===== src/rtl/sdo_pkg.sv =====
// ----------------------------------------------------------------------------
// sdo_pkg
// shared types, codes and constants of the sdo client transfer engine
// ----------------------------------------------------------------------------
package sdo_pkg;

	localparam int BUFFER_BYTES_DEF = 256;
	localparam int TIMEOUT_W        = 13;
	localparam int LEN_W            = 9;

	localparam logic [TIMEOUT_W-1:0] TIMEOUT_RESET = 13'd1000;
	localparam logic [31:0]          TIMEOUT_ABORT = 32'h0504_0000;

	// host action codes
	localparam logic [2:0] ACT_LOAD  = 3'd0;
	localparam logic [2:0] ACT_READ  = 3'd1;
	localparam logic [2:0] ACT_WRITE = 3'd2;
	localparam logic [2:0] ACT_FRAME = 3'd3;
	localparam logic [2:0] ACT_TICK  = 3'd4;

	// result kinds
	localparam logic [1:0] KIND_FRAME = 2'd0;
	localparam logic [1:0] KIND_DONE  = 2'd1;
	localparam logic [1:0] KIND_BYTE  = 2'd2;

	// command specifiers
	localparam logic [7:0] CS_UPLOAD_INIT = 8'h40;
	localparam logic [7:0] CS_DL_EMPTY    = 8'h22;
	localparam logic [7:0] CS_DL_EXP      = 8'h23;
	localparam logic [7:0] CS_DL_SEG_INIT = 8'h21;
	localparam logic [7:0] CS_ABORT       = 8'h80;
	localparam logic [2:0] SCS_UL_SEG     = 3'b000;
	localparam logic [2:0] SCS_DL_SEG     = 3'b001;
	localparam logic [2:0] SCS_UL_INIT    = 3'b010;
	localparam logic [2:0] SCS_DL_INIT    = 3'b011;
	localparam logic [2:0] CCS_UL_SEG     = 3'b011;

	localparam logic [3:0] TX_ID_HI = 4'hC; // 0x600 + node
	localparam logic [3:0] RX_ID_HI = 4'hB; // 0x580 + node

	typedef struct packed {
		logic [2:0]  action;
		logic [6:0]  node;
		logic [15:0] object_index;
		logic [7:0]  object_sub;
		logic [7:0]  data_byte;
		logic [7:0]  byte_pos;
		logic [10:0] rx_id;
		logic [63:0] rx_data;
	} in_item_t;

	typedef struct packed {
		logic [1:0]  out_kind;
		logic [10:0] tx_id;
		logic [63:0] tx_data;
		logic        status;
		logic        was_write;
		logic [31:0] abort_word;
		logic [8:0]  data_length;
		logic [7:0]  byte_value;
	} out_item_t;

	typedef struct packed {
		logic capture;
		logic decode;
		logic write_step;
		logic read_step;
		logic emit;
	} dp_cmd_t;

	typedef struct packed {
		logic dec_write;
		logic dec_read;
		logic dec_result;
		logic wr_last;
		logic plan_read;
		logic plan_result;
		logic rd_done;
	} dp_sts_t;

endpackage


===== src/rtl/sdo_ram.sv =====
// ----------------------------------------------------------------------------
// sdo_ram
// simple dual port ram, one write port, one registered read port
// ----------------------------------------------------------------------------
module sdo_ram #(
	parameter int WIDTH = 8,
	parameter int DEPTH = 256
) (
	input  logic                     clk,
	input  logic                     we,
	input  logic [$clog2(DEPTH)-1:0] waddr,
	input  logic [WIDTH-1:0]         wdata,
	input  logic                     re,
	input  logic [$clog2(DEPTH)-1:0] raddr,
	output logic [WIDTH-1:0]         rdata
);

	logic [WIDTH-1:0] mem [DEPTH];

	always_ff @(posedge clk) begin
		if (we) begin
			mem[waddr] <= wdata;
		end
		if (re) begin
			rdata <= mem[raddr];
		end
	end

endmodule


===== src/rtl/sdo_ctrl.sv =====
// ----------------------------------------------------------------------------
// sdo_ctrl
// sequencer: accept, decode, store write loop, store read loop, result
// ----------------------------------------------------------------------------
module sdo_ctrl
	import sdo_pkg::*;
(
	input  logic    clk,
	input  logic    arst_n,
	input  logic    in_valid,
	output logic    in_ready,
	output logic    out_valid,
	input  logic    out_ready,
	output dp_cmd_t cmd,
	input  dp_sts_t sts
);

	typedef enum logic [4:0] {
		S_IDLE   = 5'b00001,
		S_DECODE = 5'b00010,
		S_WRITE  = 5'b00100,
		S_READ   = 5'b01000,
		S_EMIT   = 5'b10000
	} state_t;

	state_t state_q, state_d;
	logic   out_valid_q;
	logic   out_free;

	assign in_ready  = (state_q == S_IDLE);
	assign out_valid = out_valid_q;
	assign out_free  = !out_valid_q || out_ready;

	always_comb begin
		cmd = '0;
		state_d = state_q;
		unique case (state_q)
			S_IDLE: begin
				cmd.capture = in_valid;
				if (in_valid) state_d = S_DECODE;
			end
			S_DECODE: begin
				cmd.decode = 1'b1;
				if (sts.dec_write)       state_d = S_WRITE;
				else if (sts.dec_read)   state_d = S_READ;
				else if (sts.dec_result) state_d = S_EMIT;
				else                     state_d = S_IDLE;
			end
			S_WRITE: begin
				cmd.write_step = 1'b1;
				if (sts.wr_last) begin
					if (sts.plan_read)        state_d = S_READ;
					else if (sts.plan_result) state_d = S_EMIT;
					else                      state_d = S_IDLE;
				end
			end
			S_READ: begin
				cmd.read_step = 1'b1;
				if (sts.rd_done) state_d = S_EMIT;
			end
			S_EMIT: begin
				cmd.emit = out_free;
				if (out_free) state_d = S_IDLE;
			end
			default: state_d = S_IDLE;
		endcase
	end

	always_ff @(posedge clk or negedge arst_n) begin
		if (!arst_n) begin
			state_q     <= S_IDLE;
			out_valid_q <= 1'b0;
		end else begin
			state_q <= state_d;
			if (cmd.emit)       out_valid_q <= 1'b1;
			else if (out_ready) out_valid_q <= 1'b0;
		end
	end

endmodule


===== src/rtl/sdo_dp.sv =====
// ----------------------------------------------------------------------------
// sdo_dp
// transfer state, request decode, data store and result register
// ----------------------------------------------------------------------------
module sdo_dp
	import sdo_pkg::*;
#(
	parameter int BUFFER_BYTES = BUFFER_BYTES_DEF
) (
	input  logic                 clk,
	input  logic                 arst_n,
	input  in_item_t             in_item,
	input  dp_cmd_t              cmd,
	output dp_sts_t              sts,
	input  logic                 cfg_we,
	input  logic [TIMEOUT_W-1:0] cfg_data,
	output out_item_t            out_item
);

	localparam int CW = $clog2(BUFFER_BYTES + 1);
	localparam int AW = $clog2(BUFFER_BYTES);

	function automatic logic [63:0] head_bytes(input logic [7:0] cs, input logic [15:0] idx,
			input logic [7:0] sub);
		head_bytes = {32'h0, sub, idx[15:8], idx[7:0], cs};
	endfunction

	// architectural state
	in_item_t             in_q;
	logic [TIMEOUT_W-1:0] timeout_q, time_left_q;
	logic                 busy_q, writing_q, segmented_q, toggle_q;
	logic [6:0]           node_q;
	logic [CW-1:0]        load_count_q, send_off_q, read_count_q;

	// per item plan
	logic [2:0]  wn_q, wb_q, rn_q, rb_q, k_q;
	logic        wsrc_load_q, result_q, failed_q, was_write_q;
	logic [1:0]  kind_q;
	logic [CW-1:0] rbase_q;
	logic [31:0] code_q;
	logic [63:0] acc_q;
	logic        cap_en_s1;
	logic [2:0]  cap_pos_s1;
	out_item_t   out_q, out_d;

	// decode
	logic                 d_result, d_failed, d_finish, d_seg_wr, d_seg_rd, d_wsrc_load;
	logic [1:0]           d_kind;
	logic [2:0]           d_wn, d_wb, d_rn, d_rb, seg_t_len, chunk;
	logic                 seg_t;
	logic [CW-1:0]        d_rbase, remaining;
	logic [63:0]          d_head;
	logic [31:0]          d_code;
	logic                 n_busy, n_writing, n_segmented, n_toggle;
	logic [6:0]           n_node;
	logic [TIMEOUT_W-1:0] n_time;
	logic [CW-1:0]        n_load, n_send, n_read;
	logic [7:0]           rcs;

	assign rcs = in_q.rx_data[7:0];
	assign remaining = load_count_q - send_off_q;
	assign chunk = (remaining < CW'(7)) ? remaining[2:0] : 3'd7;
	assign seg_t_len = 3'd7 - chunk;

	always_comb begin
		d_result = 1'b0; d_kind = KIND_FRAME; d_failed = 1'b0; d_code = '0;
		d_finish = 1'b0; d_seg_wr = 1'b0; d_seg_rd = 1'b0; seg_t = 1'b0;
		d_wn = '0; d_wb = '0; d_wsrc_load = 1'b0;
		d_rn = '0; d_rb = '0; d_rbase = '0; d_head = '0;
		n_busy = busy_q; n_writing = writing_q; n_segmented = segmented_q;
		n_toggle = toggle_q; n_node = node_q; n_time = time_left_q;
		n_load = load_count_q; n_send = send_off_q; n_read = read_count_q;
		unique case (in_q.action) inside
			ACT_LOAD: begin
				d_wn = busy_q ? 3'd0 : 3'd1;
				d_wsrc_load = 1'b1;
			end
			ACT_READ, ACT_WRITE: begin
				if (!busy_q) begin
					n_busy = 1'b1;
					n_writing = (in_q.action == ACT_WRITE);
					n_segmented = 1'b0;
					n_toggle = 1'b0;
					n_node = in_q.node;
					n_send = '0;
					d_result = 1'b1;
					if (in_q.action == ACT_READ) begin
						n_read = '0;
						n_load = '0;
						d_head = head_bytes(CS_UPLOAD_INIT, in_q.object_index, in_q.object_sub);
					end else if (load_count_q == '0) begin
						d_head = head_bytes(CS_DL_EMPTY, in_q.object_index, in_q.object_sub);
					end else if (load_count_q <= CW'(4)) begin
						d_head = head_bytes(CS_DL_EXP | {4'h0, 2'(3'd4 - load_count_q[2:0]), 2'b00},
							in_q.object_index, in_q.object_sub);
						d_rn = load_count_q[2:0];
						d_rb = 3'd4;
					end else begin
						n_segmented = 1'b1;
						d_head = head_bytes(CS_DL_SEG_INIT, in_q.object_index, in_q.object_sub)
							| {32'(load_count_q), 32'h0};
					end
				end
			end
			ACT_FRAME: begin
				if (busy_q && in_q.rx_id == {RX_ID_HI, node_q}) begin
					if (rcs == CS_ABORT) begin
						d_finish = 1'b1; d_failed = 1'b1; d_code = in_q.rx_data[63:32];
					end else if (writing_q) begin
						if (rcs[7:5] == SCS_DL_INIT) begin
							if (segmented_q && send_off_q < load_count_q) begin
								d_seg_wr = 1'b1; seg_t = 1'b0;
							end else d_finish = 1'b1;
						end else if (rcs[7:5] == SCS_DL_SEG) begin
							if (!segmented_q || send_off_q >= load_count_q) d_finish = 1'b1;
							else begin
								d_seg_wr = 1'b1; seg_t = !toggle_q;
							end
						end else begin
							d_finish = 1'b1; d_failed = 1'b1;
						end
					end else if (rcs[7:5] == SCS_UL_INIT) begin
						if (rcs[1]) begin
							// expedited upload lands at the start of the store
							d_wn = rcs[0] ? 3'd4 - {1'b0, rcs[3:2]} : 3'd4;
							d_wb = 3'd4;
							n_read = '0;
							d_finish = 1'b1;
						end else begin
							n_read = '0;
							d_seg_rd = 1'b1; seg_t = 1'b0;
						end
					end else if (rcs[7:5] == SCS_UL_SEG) begin
						d_wn = 3'd7 - rcs[3:1];
						d_wb = 3'd1;
						if (rcs[0]) d_finish = 1'b1;
						else begin
							d_seg_rd = 1'b1; seg_t = !toggle_q;
						end
					end else begin
						d_finish = 1'b1; d_failed = 1'b1;
					end
				end
			end
			ACT_TICK: begin
				if (busy_q) begin
					if (time_left_q <= TIMEOUT_W'(1)) begin
						d_finish = 1'b1; d_failed = 1'b1; d_code = TIMEOUT_ABORT;
					end else n_time = time_left_q - TIMEOUT_W'(1);
				end else begin
					d_result = 1'b1;
					d_kind = KIND_BYTE;
					d_rn = (32'(in_q.byte_pos) < BUFFER_BYTES) ? 3'd1 : 3'd0;
					d_rbase = CW'(in_q.byte_pos);
				end
			end
			default: ;
		endcase
		if (d_seg_wr) begin
			n_toggle = seg_t;
			d_result = 1'b1;
			d_head = {56'h0, 3'b000, seg_t, seg_t_len, remaining <= CW'(7)};
			d_rn = chunk; d_rb = 3'd1; d_rbase = send_off_q;
			n_send = send_off_q + CW'(chunk);
		end
		if (d_seg_rd) begin
			n_toggle = seg_t;
			d_result = 1'b1;
			d_head = {56'h0, CCS_UL_SEG, seg_t, 4'h0};
		end
		if (d_result && d_kind == KIND_FRAME) n_time = timeout_q;
		if (d_finish) begin
			d_result = 1'b1; d_kind = KIND_DONE;
			n_busy = 1'b0; n_writing = 1'b0; n_segmented = 1'b0; n_toggle = 1'b0;
			n_time = '0; n_send = '0; n_load = '0;
		end
	end

	// store access
	logic [CW-1:0] wptr;
	logic          wr_ok, ram_we, ram_re;
	logic [2:0]    wsel;
	logic [7:0]    wdata, rdata;

	assign wptr   = wsrc_load_q ? load_count_q : read_count_q;
	assign wr_ok  = wptr < CW'(BUFFER_BYTES);
	assign ram_we = cmd.write_step && wr_ok;
	assign wsel   = wb_q + k_q;
	assign wdata  = wsrc_load_q ? in_q.data_byte : in_q.rx_data[8*wsel +: 8];
	assign ram_re = cmd.read_step && (k_q < rn_q);

	sdo_ram #(.WIDTH(8), .DEPTH(BUFFER_BYTES)) u_store (
		.clk   (clk),
		.we    (ram_we),
		.waddr (wptr[AW-1:0]),
		.wdata (wdata),
		.re    (ram_re),
		.raddr (AW'(rbase_q + CW'(k_q))),
		.rdata (rdata)
	);

	assign sts.dec_write   = (d_wn != '0);
	assign sts.dec_read    = (d_rn != '0);
	assign sts.dec_result  = d_result;
	assign sts.wr_last     = (k_q == wn_q - 3'd1);
	assign sts.plan_read   = (rn_q != '0);
	assign sts.plan_result = result_q;
	assign sts.rd_done     = (k_q == rn_q);

	// result fields, those of other kinds stay 0
	always_comb begin
		out_d = '0;
		out_d.out_kind = kind_q;
		unique case (kind_q)
			KIND_FRAME: begin
				out_d.tx_id   = {TX_ID_HI, node_q};
				out_d.tx_data = acc_q;
			end
			KIND_DONE: begin
				out_d.status      = failed_q;
				out_d.was_write   = was_write_q;
				out_d.abort_word  = code_q;
				out_d.data_length = (!failed_q && !was_write_q) ? LEN_W'(read_count_q) : '0;
			end
			KIND_BYTE: out_d.byte_value = acc_q[7:0];
			default: ;
		endcase
	end

	always_ff @(posedge clk or negedge arst_n) begin
		if (!arst_n) begin
			timeout_q    <= TIMEOUT_RESET;
			busy_q       <= 1'b0;
			writing_q    <= 1'b0;
			segmented_q  <= 1'b0;
			toggle_q     <= 1'b0;
			node_q       <= '0;
			time_left_q  <= '0;
			load_count_q <= '0;
			send_off_q   <= '0;
			read_count_q <= '0;
			k_q          <= '0;
			cap_en_s1    <= 1'b0;
		end else begin
			cap_en_s1 <= ram_re;
			if (cfg_we) timeout_q <= cfg_data;
			if (cmd.decode) begin
				busy_q <= n_busy; writing_q <= n_writing; segmented_q <= n_segmented;
				toggle_q <= n_toggle; node_q <= n_node; time_left_q <= n_time;
				load_count_q <= n_load; send_off_q <= n_send; read_count_q <= n_read;
				k_q <= '0;
			end
			if (cmd.write_step) begin
				if (wr_ok) begin
					if (wsrc_load_q) load_count_q <= load_count_q + CW'(1);
					else             read_count_q <= read_count_q + CW'(1);
				end
				k_q <= sts.wr_last ? 3'd0 : k_q + 3'd1;
			end
			if (ram_re) k_q <= k_q + 3'd1;
		end
	end

	always_ff @(posedge clk) begin
		if (cmd.capture) in_q <= in_item;
		cap_pos_s1 <= rb_q + k_q;
		if (cmd.decode) begin
			wn_q <= d_wn; wb_q <= d_wb; wsrc_load_q <= d_wsrc_load;
			rn_q <= d_rn; rb_q <= d_rb; rbase_q <= d_rbase;
			result_q <= d_result; kind_q <= d_kind; failed_q <= d_failed;
			code_q <= d_code; was_write_q <= writing_q;
			acc_q <= d_head;
		end else if (cap_en_s1) begin
			acc_q[8*cap_pos_s1 +: 8] <= rdata;
		end
		if (cmd.emit) out_q <= out_d;
	end

	assign out_item = out_q;

endmodule


===== src/rtl/sdo_client_transfer.sv =====
// ----------------------------------------------------------------------------
// sdo_client_transfer
// canopen sdo client transfer engine: expedited and segmented up/download
// ----------------------------------------------------------------------------
// usage
//   in_valid/in_ready/in_item carry one host request per handshake: load a
//   write byte, start a read, start a write, a received can frame or a
//   millisecond tick (read back of a store byte when no transfer runs)
//   out_valid/out_ready/out_item carry at most one result per request: a
//   frame to send on 0x600+node, a finished transfer, or a read back byte
//   cfg_valid/cfg_ready/cfg_data write the timeout in ticks (reset 1000);
//   write it only while no transfer request is in flight
// timing
//   one request at a time; a request is accepted and decoded, then takes a
//   write step per byte moved into the store, a read step per store byte read
//   and a closing read step when bytes are read, and an emit step when a result
//   goes out, all set by the single store port stepping one byte a cycle
//   the result sits in an output register, so the next request is taken
//   while an earlier result still waits; a stalled receiver holds the block
//   only when a new result is ready to go out
// reset
//   asynchronous, active low; the engine returns idle with nothing in flight;
//   the data store keeps its contents and needs no clearing
// ----------------------------------------------------------------------------
module sdo_client_transfer
	import sdo_pkg::*;
#(
	parameter int BUFFER_BYTES = BUFFER_BYTES_DEF
) (
	input  logic                 clk,
	input  logic                 arst_n,
	input  logic                 in_valid,
	output logic                 in_ready,
	input  in_item_t             in_item,
	output logic                 out_valid,
	input  logic                 out_ready,
	output out_item_t            out_item,
	input  logic                 cfg_valid,
	output logic                 cfg_ready,
	input  logic [TIMEOUT_W-1:0] cfg_data
);

	dp_cmd_t cmd;
	dp_sts_t sts;

	// config is always taken, each write goes straight into the timeout register
	assign cfg_ready = 1'b1;

	sdo_ctrl u_ctrl (
		.clk       (clk),
		.arst_n    (arst_n),
		.in_valid  (in_valid),
		.in_ready  (in_ready),
		.out_valid (out_valid),
		.out_ready (out_ready),
		.cmd       (cmd),
		.sts       (sts)
	);

	// transfer state, store and result register
	sdo_dp #(.BUFFER_BYTES(BUFFER_BYTES)) u_dp (
		.clk      (clk),
		.arst_n   (arst_n),
		.in_item  (in_item),
		.cmd      (cmd),
		.sts      (sts),
		.cfg_we   (cfg_valid && cfg_ready),
		.cfg_data (cfg_data),
		.out_item (out_item)
	);

endmodule


===== config.mk =====
export PLATFORM = sky130hd
export DESIGN_NAME = sdo_client_transfer
export DESIGN_NICKNAME = d
export VERILOG_FILES = /design/src/rtl/sdo_pkg.sv /design/src/rtl/sdo_ram.sv /design/src/rtl/sdo_ctrl.sv /design/src/rtl/sdo_dp.sv /design/src/rtl/sdo_client_transfer.sv
export SDC_FILE = /design/constraint.sdc
export NUM_CORES = 2
export LEC_CHECK = 0
export BUFFER_PORTS_ARGS = -buffer_cell sky130_fd_sc_hd__buf_2
export CAP_MARGIN = 15
export CORE_UTILIZATION = 56
export CTS_CLUSTER_DIAMETER = 120
export CTS_CLUSTER_SIZE = 16
export DETAILED_ROUTE_END_ITERATION = 16
export MAX_ROUTING_LAYER = met4
export PLACE_DENSITY_LB_ADDON = 0.15
export REMOVE_ABC_BUFFERS = 1
export SKIP_CTS_REPAIR_TIMING = 1
export SLEW_MARGIN = 5
export SYNTH_ARGS = -nofsm -noshare
export SYNTH_HDL_FRONTEND = slang
export SYNTH_SLANG_ARGS = --single-unit

===== constraint.sdc =====
create_clock -name clk -period 14.3 [get_ports clk]
set_input_delay 0.715 -clock clk [delete_from_list [all_inputs] [get_ports clk]]
set_output_delay 0.715 -clock clk [all_outputs]
set_load 0.03 [all_outputs]

==> impl_metrics.ini <==
[layout]
stdcell_area_um2 = 108000
layout-drive-gt1-share_pct = 21.6
fillCellCount = 12511
nets = 5805
final_util_pct = 61.5
instances_no_fill = 8019
mostFrequentLayoutCell = edfxtp_1
layout_common_cells = edfxtp_1 (2426), mux4_2 (552), nand2_1 (531)
syn2layout_area_growth_pct = 9.13

[sta]
slew_headroom_pct = 11.1
min_period_over_period_pct = 46.1
setup_tns_ps = 0
skew_ps = 36.7
finalMaxSlewViolations = 0
period_needed_ps = 6590
fmax_mhz = 152
worstMarginPinSlew_ps = 1320
fin_hold_ws_ps = -3.78
hold_viol = 3
rsz0062_at_grt = no
finalSetupViolCount = 0
setup_ws_ps = 7710

[placement]
place_congestion = 0.853
io_buffers = 270
placement.setup.worst_slack_ps = 7790
place.detailed.hpwl_mm = 142
place_inst = 7788
placedInstanceArea_um2 = 104000

[setup_path]
worst-path-buf-inv = 3
crit_chain = ha_4, fa_4, buf_4, buf_4, buf_12, mux4_2, nand2_1, and3_1, a311oi_1, a31oi_1, o22ai_1, nor3_1, o2111ai_1
cp.required_ps = 14850
r2r_start = u_dp.k_q[0]
cp-end-kind = flop
cp-start-kind = flop
r2r_slack_ps = 7710
critPathMaxStageDelay_ps = 1160
r2r-end = u_dp.u_store.rdata[7]
crit_path_frequent_cell = buf_4
path_max_fanout = 122
slowest_stage = fa_4
worstSetupPathType = reg2reg
path_delay_family = buffers and inverters
worstRegToRegCells = 13
cp.arrival_ps = 7150

[run_status]
violations = negative hold slack
status = complete, but fails checks

[clock_network]
cts.sinks = 2503
clkSlewWorstSetupHoldPaths_ps = 70
cts_tree = yes
cts_buffer_depth = 3
insertion_delay_ps = 860
cts_inserted_buffers = 174
cts_max_level = 4
cts_root_buf = clkbuf_16

[pwr]
leakagePower_nw = 34.7
vdd_ir_drop_max_v = 0.000225
finalPower_mw = 21.1
power_density_nw_per_um2 = 195

[logic_synthesis]
avgSynthCellArea_um2 = 18.5
synth-async-reset-ratio_pct = 2.96
yosys_warnings = 0
ys_seq_elements = 2503
synth_edf_count = 2426
synth_cell_types = 80
syn-cell-area_um2 = 99200
synth_flop_cell = edfxtp_1
ys_seq_area_share_pct = 75.3
synth_cells = 5364

[routing]
first_pass_iters = 8
wl_mm = 242
vias = 51743
drcViolationCount = 0
drt_iter0_drc = 6131
wire_per_inst_um = 30.2
avgViaCountPerCell = 6.45
ant_nets = 0

[global_routing]
antenna_found_initial = 10
grt_start_max_net_pins = 227
grt_pass1_vias = 50616
grt_first_pass_wirelength_mm = 354
grt-ovfl-total = 0
grt_use_total_pct = 28.0

[flow_run]
maxCapViolCount = 0

[floorplan]
fp.dieArea_um2 = 179000
die_y_um = 423
design.core.area_um2 = 176000
initial_utilization_pct = 56.4
die_x_um = 423
num_rows = 154
io_pins = 274

[worst_hold_path]
hold_path.class = in2async
how the worst max path moves through the flow:
stage,cells after the start,slack [ps],end,start
floorplan,9,-7600,u_dp.u_store.rdata[6],u_dp.k_q[0]
global placement,13,7850,u_dp.u_store.rdata[7],u_dp.k_q[0]
detailed placement,13,7790,u_dp.u_store.rdata[2],u_dp.k_q[0]
CTS,13,7770,u_dp.u_store.rdata[2],u_dp.k_q[0]
global route,13,7670,u_dp.u_store.rdata[2],u_dp.k_q[0]
finish,13,7710,u_dp.u_store.rdata[7],u_dp.k_q[0]
flip-flops by register name, indices dropped and copies added (netlist names), 3 cells and up:
| signal | count |
|---|---|
| u_ctrl.state_q | 5 |
| u_dp.acc_q | 64 |
| u_dp.cap_pos_s1 | 3 |
| u_dp.code_q | 32 |
| u_dp.in_q | 125 |
| u_dp.k_q | 3 |
| u_dp.load_count_q | 9 |
| u_dp.node_q | 7 |
| u_dp.out_item | 125 |
| u_dp.rbase_q | 8 |
| u_dp.read_count_q | 9 |
| u_dp.rn_q | 3 |
| u_dp.send_off_q | 9 |
| u_dp.time_left_q | 13 |
| u_dp.timeout_q | 13 |
| u_dp.u_store.mem | 2048 |
| u_dp.u_store.rdata | 8 |
| u_dp.wn_q | 3 |
Yosys cell counts, types with 9 or more instances:
| cell | number | area, um2 |
|---|---|---|
| o22ai_1 | 23 | 144 |
| nor4_1 | 13 | 81.3 |
| buf_4 | 22 | 165 |
| edfxtp_1 | 2426 | 72800 |
| nand3b_1 | 11 | 82.6 |
| nand2b_1 | 18 | 113 |
| nand2_1 | 531 | 1990 |
| o21ai_0 | 54 | 270 |
| and3_1 | 29 | 181 |
| dfrtp_1 | 67 | 1680 |
| a32o_1 | 35 | 350 |
| a31o_2 | 11 | 96.3 |
| buf_1 | 27 | 101 |
| a32oi_1 | 10 | 87.6 |
| o21a_1 | 11 | 82.6 |
| a31oi_1 | 43 | 269 |
| a21oi_1 | 120 | 601 |
| xnor2_1 | 13 | 114 |
| nand4_1 | 29 | 181 |
| buf_2 | 72 | 360 |
| a311oi_1 | 22 | 193 |
| inv_1 | 37 | 139 |
| or3_1 | 10 | 62.6 |
| nand3_1 | 126 | 631 |
| nor3_1 | 66 | 330 |
| o21ai_1 | 25 | 125 |
| clkbuf_1 | 187 | 702 |
| ha_1 | 31 | 388 |
| a21o_1 | 9 | 67.6 |
| nor2_1 | 373 | 1400 |
| mux4_2 | 552 | 12400 |
| mux2_2 | 20 | 225 |
| xor2_1 | 21 | 184 |
| mux2i_1 | 27 | 270 |
| and2_1 | 162 | 1010 |
layout make-up:
type	count	area [um2]	area share [%]
sequential	2503	74800	69.0
multi-input combinational	2512	23200	21.4
clock buffer	200	4450	4.11
tap	2340	2930	2.70
timing repair buffer	397	2470	2.29
clock inverter	16	273	0.252
inverter	40	156	0.144
antenna	11	27.5	0.0254
cells by family (layout without fill, tap and decap cells):
| logic type | Yosys count | in the layout | share of synthesized area (%) |
|---|---|---|---|
| other cells | 2 | 14 | 0.00757 |
| mux | 599 | 599 | 13.0 |
| simple gates | 1419 | 1419 | 6.53 |
| xor+xnor | 34 | 34 | 0.300 |
| fa+ha+maj | 34 | 34 | 0.451 |
| compound gates | 423 | 423 | 2.83 |
| buf+inv | 350 | 653 | 1.51 |
| flops | 2503 | 2503 | 75.3 |
per-layer routing:
| layer | vias up | routed length, um | track usage (%) |
|---|---|---|---|
| li1 | 21733 | - | - |
| met1 | 27079 | 99500 | 40.4 |
| met2 | 2549 | 114000 | 41.8 |
| met3 | 382 | 21300 | 4.76 |
| met4 | 0 | 7070 | 8.21 |
| met5 | - | 0 | - |
power by group:
group,internal (mW),leakage [nW],switching (mW),total (mW)
clock network,2.21,2.30,2.42,4.63
registers,9.37,23.0,0.126,9.49
logic,2.51,9.39,4.45,6.95
No activity file was read; power rests on OpenSTA's default activity.
